`src/sv/wcm_pkg.sv`:
```
`timescale 1ns / 1ps

package wcm_pkg;

  localparam int CODE_W    = 2;
  localparam int SCORE_W   = 17;
  localparam int COUNT_W   = 11;
  localparam int OP_W      = 2;
  localparam int S_TDATA_W = 32;
  localparam int M_TDATA_W = 16;

  // op codes carried in s_tuser
  localparam logic [OP_W-1:0] OP_INSERT = 2'd0;
  localparam logic [OP_W-1:0] OP_QUERY  = 2'd1;
  localparam logic [OP_W-1:0] OP_CLEAR  = 2'd2;

  localparam logic [CODE_W-1:0]  CODE_ANY  = '0;
  localparam logic [COUNT_W-1:0] COUNT_MAX = '1;

  // last member sits in the lowest bits, so a record overlays tdata directly
  typedef struct packed {
    logic [SCORE_W-1:0] score;
    logic [CODE_W-1:0]  food;
    logic [CODE_W-1:0]  career;
    logic [CODE_W-1:0]  job;
    logic [CODE_W-1:0]  lang;
  } record_t;

  localparam int REC_W = $bits(record_t);

  // scan control from the sequencer to the match unit
  typedef struct packed {
    logic clr;
    logic vld;
  } scan_ctl_t;

endpackage

```
`src/sv/wcm_match.sv`:
```
`timescale 1ns / 1ps

module wcm_match (
  input  logic                        clk,
  input  wcm_pkg::scan_ctl_t          ctl,
  input  wcm_pkg::record_t            key,
  input  wcm_pkg::record_t            rec,
  output logic [wcm_pkg::COUNT_W-1:0] count
);
  import wcm_pkg::*;

  logic hit;

  always_comb begin
    hit = (key.lang   == CODE_ANY || key.lang   == rec.lang)   &&
          (key.job    == CODE_ANY || key.job    == rec.job)    &&
          (key.career == CODE_ANY || key.career == rec.career) &&
          (key.food   == CODE_ANY || key.food   == rec.food)   &&
          (rec.score >= key.score);
  end

  // saturating hit counter
  always_ff @(posedge clk) begin
    if (ctl.clr) begin
      count <= '0;
    end else if (ctl.vld && hit && count != COUNT_MAX) begin
      count <= count + COUNT_W'(1);
    end
  end

endmodule

```
`config.mk`:
```
export PLATFORM = sky130hd
export DESIGN_NAME = wcm_match
export DESIGN_NICKNAME = d
export VERILOG_FILES = /design/src/sv/wcm_pkg.sv /design/src/sv/wcm_match.sv
export SDC_FILE = /design/constraint.sdc
export NUM_CORES = 1
export LEC_CHECK = 0
export BUFFER_PORTS_ARGS = -buffer_cell sky130_fd_sc_hd__buf_2
export CELL_PAD_IN_SITES_DETAIL_PLACEMENT = 0
export CELL_PAD_IN_SITES_GLOBAL_PLACEMENT = 1
export CORE_AREA = 2 2 61 69
export DETAILED_ROUTE_END_ITERATION = 10
export DIE_AREA = 0 0 63 71
export PLACE_DENSITY_LB_ADDON = 0.1
export SLEW_MARGIN = 20
export SYNTH_ARGS = -nofsm -noshare
export SYNTH_HDL_FRONTEND = slang
export SYNTH_SLANG_ARGS = --single-unit
export TNS_END_PERCENT = 20
```
`constraint.sdc`:
```
create_clock -name clk -period 3.75 [get_ports clk]
set_clock_uncertainty 0.15 [all_clocks]
set_input_delay 0.375 -clock clk [delete_from_list [all_inputs] [get_ports clk]]
set_output_delay 0.375 -clock clk [all_outputs]
set_load 0.03 [all_outputs]
```
==> summary.md <==
| Metric | Value |
|---|---|
| Min-Delay Path Class | `in2reg` |
| Static leakage | `0.000814 uW` |
| Final WS setup | `1.32 ns` |
| Post-cts hold buffer count | `0` |
| GR Overflow Total | `0` |
| Slowest cell on crit path | `o211a_2` |
| Via count | `1247` |
| GRT met2 Usage | `27.5%` |
| Post-Syn Nets | `222` |
| # IOs | `64` |
| Clock network fraction of design power | `36.2%` |
| Worst slew pin tran | `0.431 ns` |
| Total CTS buffers | `3` |
| Port Buf Inserts | `63` |
| GRT Util Overall | `13.5%` |
| Most flops, register | `count` |
| Die X | `63 um` |
| Clk buf depth | `2` |
| Number of global-route vias before repair | `1294` |
| PD cells | `208 nW/um^2` |
| CTS root buffer | `clkbuf_8` |
| Top delay family on crit path | `simple AND/OR/NAND/NOR gates` |
| Core Rows | `24` |
| Die Y-Extent | `71 um` |
| Final setup violating endpoints | `0` |
| Pin count of the biggest net entering global routing | `15` |
| #FFs+latches synth | `11` |
| Pins over their slew limit | `0` |
| Average size of a mapped cell | `7.67 um^2` |
| Top Registers | `count (11)` |
| Synth cell types | `39` |
| Sequential Power Share | `35.7%` |
| Critical Path RT | `3.72 ns` |
| Largest register FFs | `11` |
| Switching share of power | `28.0%` |
| Core ar. | `3810 um^2` |
| Place WS | `1.03 ns` |
| Setup repair bufs after CTS | `0` |
| Slowest stage delay, CP | `0.37 ns` |
| Leading cell types by count after synthesis | `21 x inv_1, 18 x ha_1, 13 x nand2_1, 11 x dfxtp_1` |
| Clock sink count | `11` |
| Worst skew pair latency | `0.24 ns` |
| Area occupied by multi-input gates | `841 um^2` |
| Synth Cell Area | `1160 um^2` |
| Maximum vdd drop | `0.0000866 V` |
| First-pass GRT wire length | `5.07 mm` |
| Final Hold Viols | `0` |
| CTS H-Tree Depth | `1` |
| Critical Path Sink Type | `register` |
| Kind of critical path | `in2reg` |
| EDFF count, synth | `0` |
| Crit path launch type | `input port` |
| Dpl hpwl | `2.51 mm` |
| Arrival time worst endpoint | `2.40 ns` |
| Ys async rst share | `0%` |
| Antenna violations before repair | `0` |
| N_diodes | `0` |
| TNS Setup | `0 ns` |
| Max-Cap Viols | `0` |
| Fillcell total | `428` |
| Met1 Usage GRT | `13.9%` |
| Area leader, netlist | `ha_1` |
| Unrepaired setup endpoints after global routing | `false` |
| Status | `complete, no violations` |
| Clock transition at path regs | `0.05 ns` |
| Routed wire length | `2.91 mm` |
| Grt met3 use | `2.38%` |
| DRT iter0 DRCs | `31` |
| Post-layout min period | `2.43 ns` |
| Most used DFF post-synth | `dfxtp_1` |
| Final cycle utilization of the critical path | `64.7%` |
| Cell count after synthesis | `151` |
| Fmax | `412 MHz` |
| Vias per cell | `4.65` |
| Starting density of the core | `30.4%` |
| GR peak layer | `met2` |
| Synth top area cells | `ha_1 19%, dfxtp_1 19%, inv_1 6.8%, mux2_1 4.9%, nor2b_1 4.9%` |
| Pint | `237 uW` |
| CP max FO | `13` |
| Routed Antenna Nets | `0` |
| Gpl congestion | `0.735` |
| Most frequent cell after synthesis | `inv_1` |
| CTS resizes | `0` |
| Area Overhead vs Synth | `36.1%` |
| CTS tree | `yes` |
| Slew margin rel. | `70.5%` |
| Top cell type's share of synthesized area | `19.4%` |
| Fraction of layout cells with a size suffix above 1 | `35.2%` |
| Share of power burned in combinational logic | `28.1%` |
| DRC viols | `0` |
| Net Sw Power | `91.9 uW` |
| Wire per inst | `10.9 um` |
| Yosys warns | `0` |
| FF+latch area | `220 um^2` |
| NumNets Final | `288` |
| Buf/Inv on CP | `2` |
| Crit-path cells | `buf_2 -> inv_1 -> ha_1 -> nand2_1 -> nor4_2 -> o311ai_1 -> o211a_2 -> nor4b_2 -> mux2_1` |
| Full die area | `4470 um^2` |
| Sequential area share after synthesis | `19.0%` |
| Drt pass-1 iters | `4` |
[cell families (layout without fill, tap and decap cells)]
logic type | count (synthesis) | after routing | synth area share (%)
adder cells (fa/ha/maj) | 18 | 18 | 19.4
AND/OR/NAND/NOR | 58 | 58 | 28.8
flip-flops | 11 | 11 | 19.0
buffers and inverters | 25 | 90 | 8.42
multiplexers | 6 | 6 | 5.72
AO/OA/AOI/OAI | 33 | 33 | 18.6
[cell usage in the layout, fill, tap and decap left out, drive strengths merged, types with 2 or more instances in the layout]
cell,count
a21oi,8
and3,2
buf,64
clkbuf,4
dfxtp,11
ha,18
inv,22
mux2,5
nand2,13
nand3,6
nand4,3
nor2,8
nor2b,9
nor3,5
nor3b,2
nor4,2
o21ai,11
o311ai,3
o41ai,2
or2,2
[layout make-up]
cell class	instances	share of cell area (%)
clock buffers	4	2.86
inverters	22	5.24
multi-input cells	115	53.3
flip-flops and latches	11	14.0
well taps	52	4.13
repair buffers	64	20.5
[power by group through the flow]
| stage | clock, uW | sequential (uW) | combinational, uW |
|---|---|---|---|
| 2_1_floorplan | 0 | 120 | 53.2 |
| 3_3_place_gp | 0 | 120 | 91.0 |
| 3_5_place_dp | 0 | 120 | 93.8 |
| 4_1_cts | 123 | 117 | 94.2 |
| 5_1_grt | 129 | 117 | 109 |
| 6_report | 119 | 117 | 92.4 |
[per-layer routing]
layer	up-vias	share of wire, %	wire length [um]
met2	41	52	1530
met4	0	0.51	15
met3	2	5.7	167
li1	669	-	-
met5	-	0	0
met1	535	41	1200
[metrics by stage]
stage | util [%] | hold slack (ns) | cell area, um^2 | std cells | power, uW
2_1_floorplan | - | 0.442 | 1160 | 151 | 173
3_3_place_gp | 40.2 | 0.324 | 1530 | 264 | 211
3_5_place_dp | 40.2 | 0.333 | 1530 | 264 | 214
4_1_cts | 41.3 | 0.330 | 1580 | 268 | 335
5_1_grt | 41.3 | 0.359 | 1580 | 268 | 355
6_report | 41.3 | 0.332 | 1580 | 268 | 329
[final timing paths]
kind | depth (start not counted) | endpoint | from | slack, ns
hold reg to reg | 2 | count[1] | count[1] | 0.34
setup / recovery | 9 | count[2] | key[24] | 1.32
hold / removal | 2 | count[6] | ctl[1] | 0.33
setup reg to reg | 7 | count[0] | count[0] | 1.54
(Power assumes the default switching activity.)
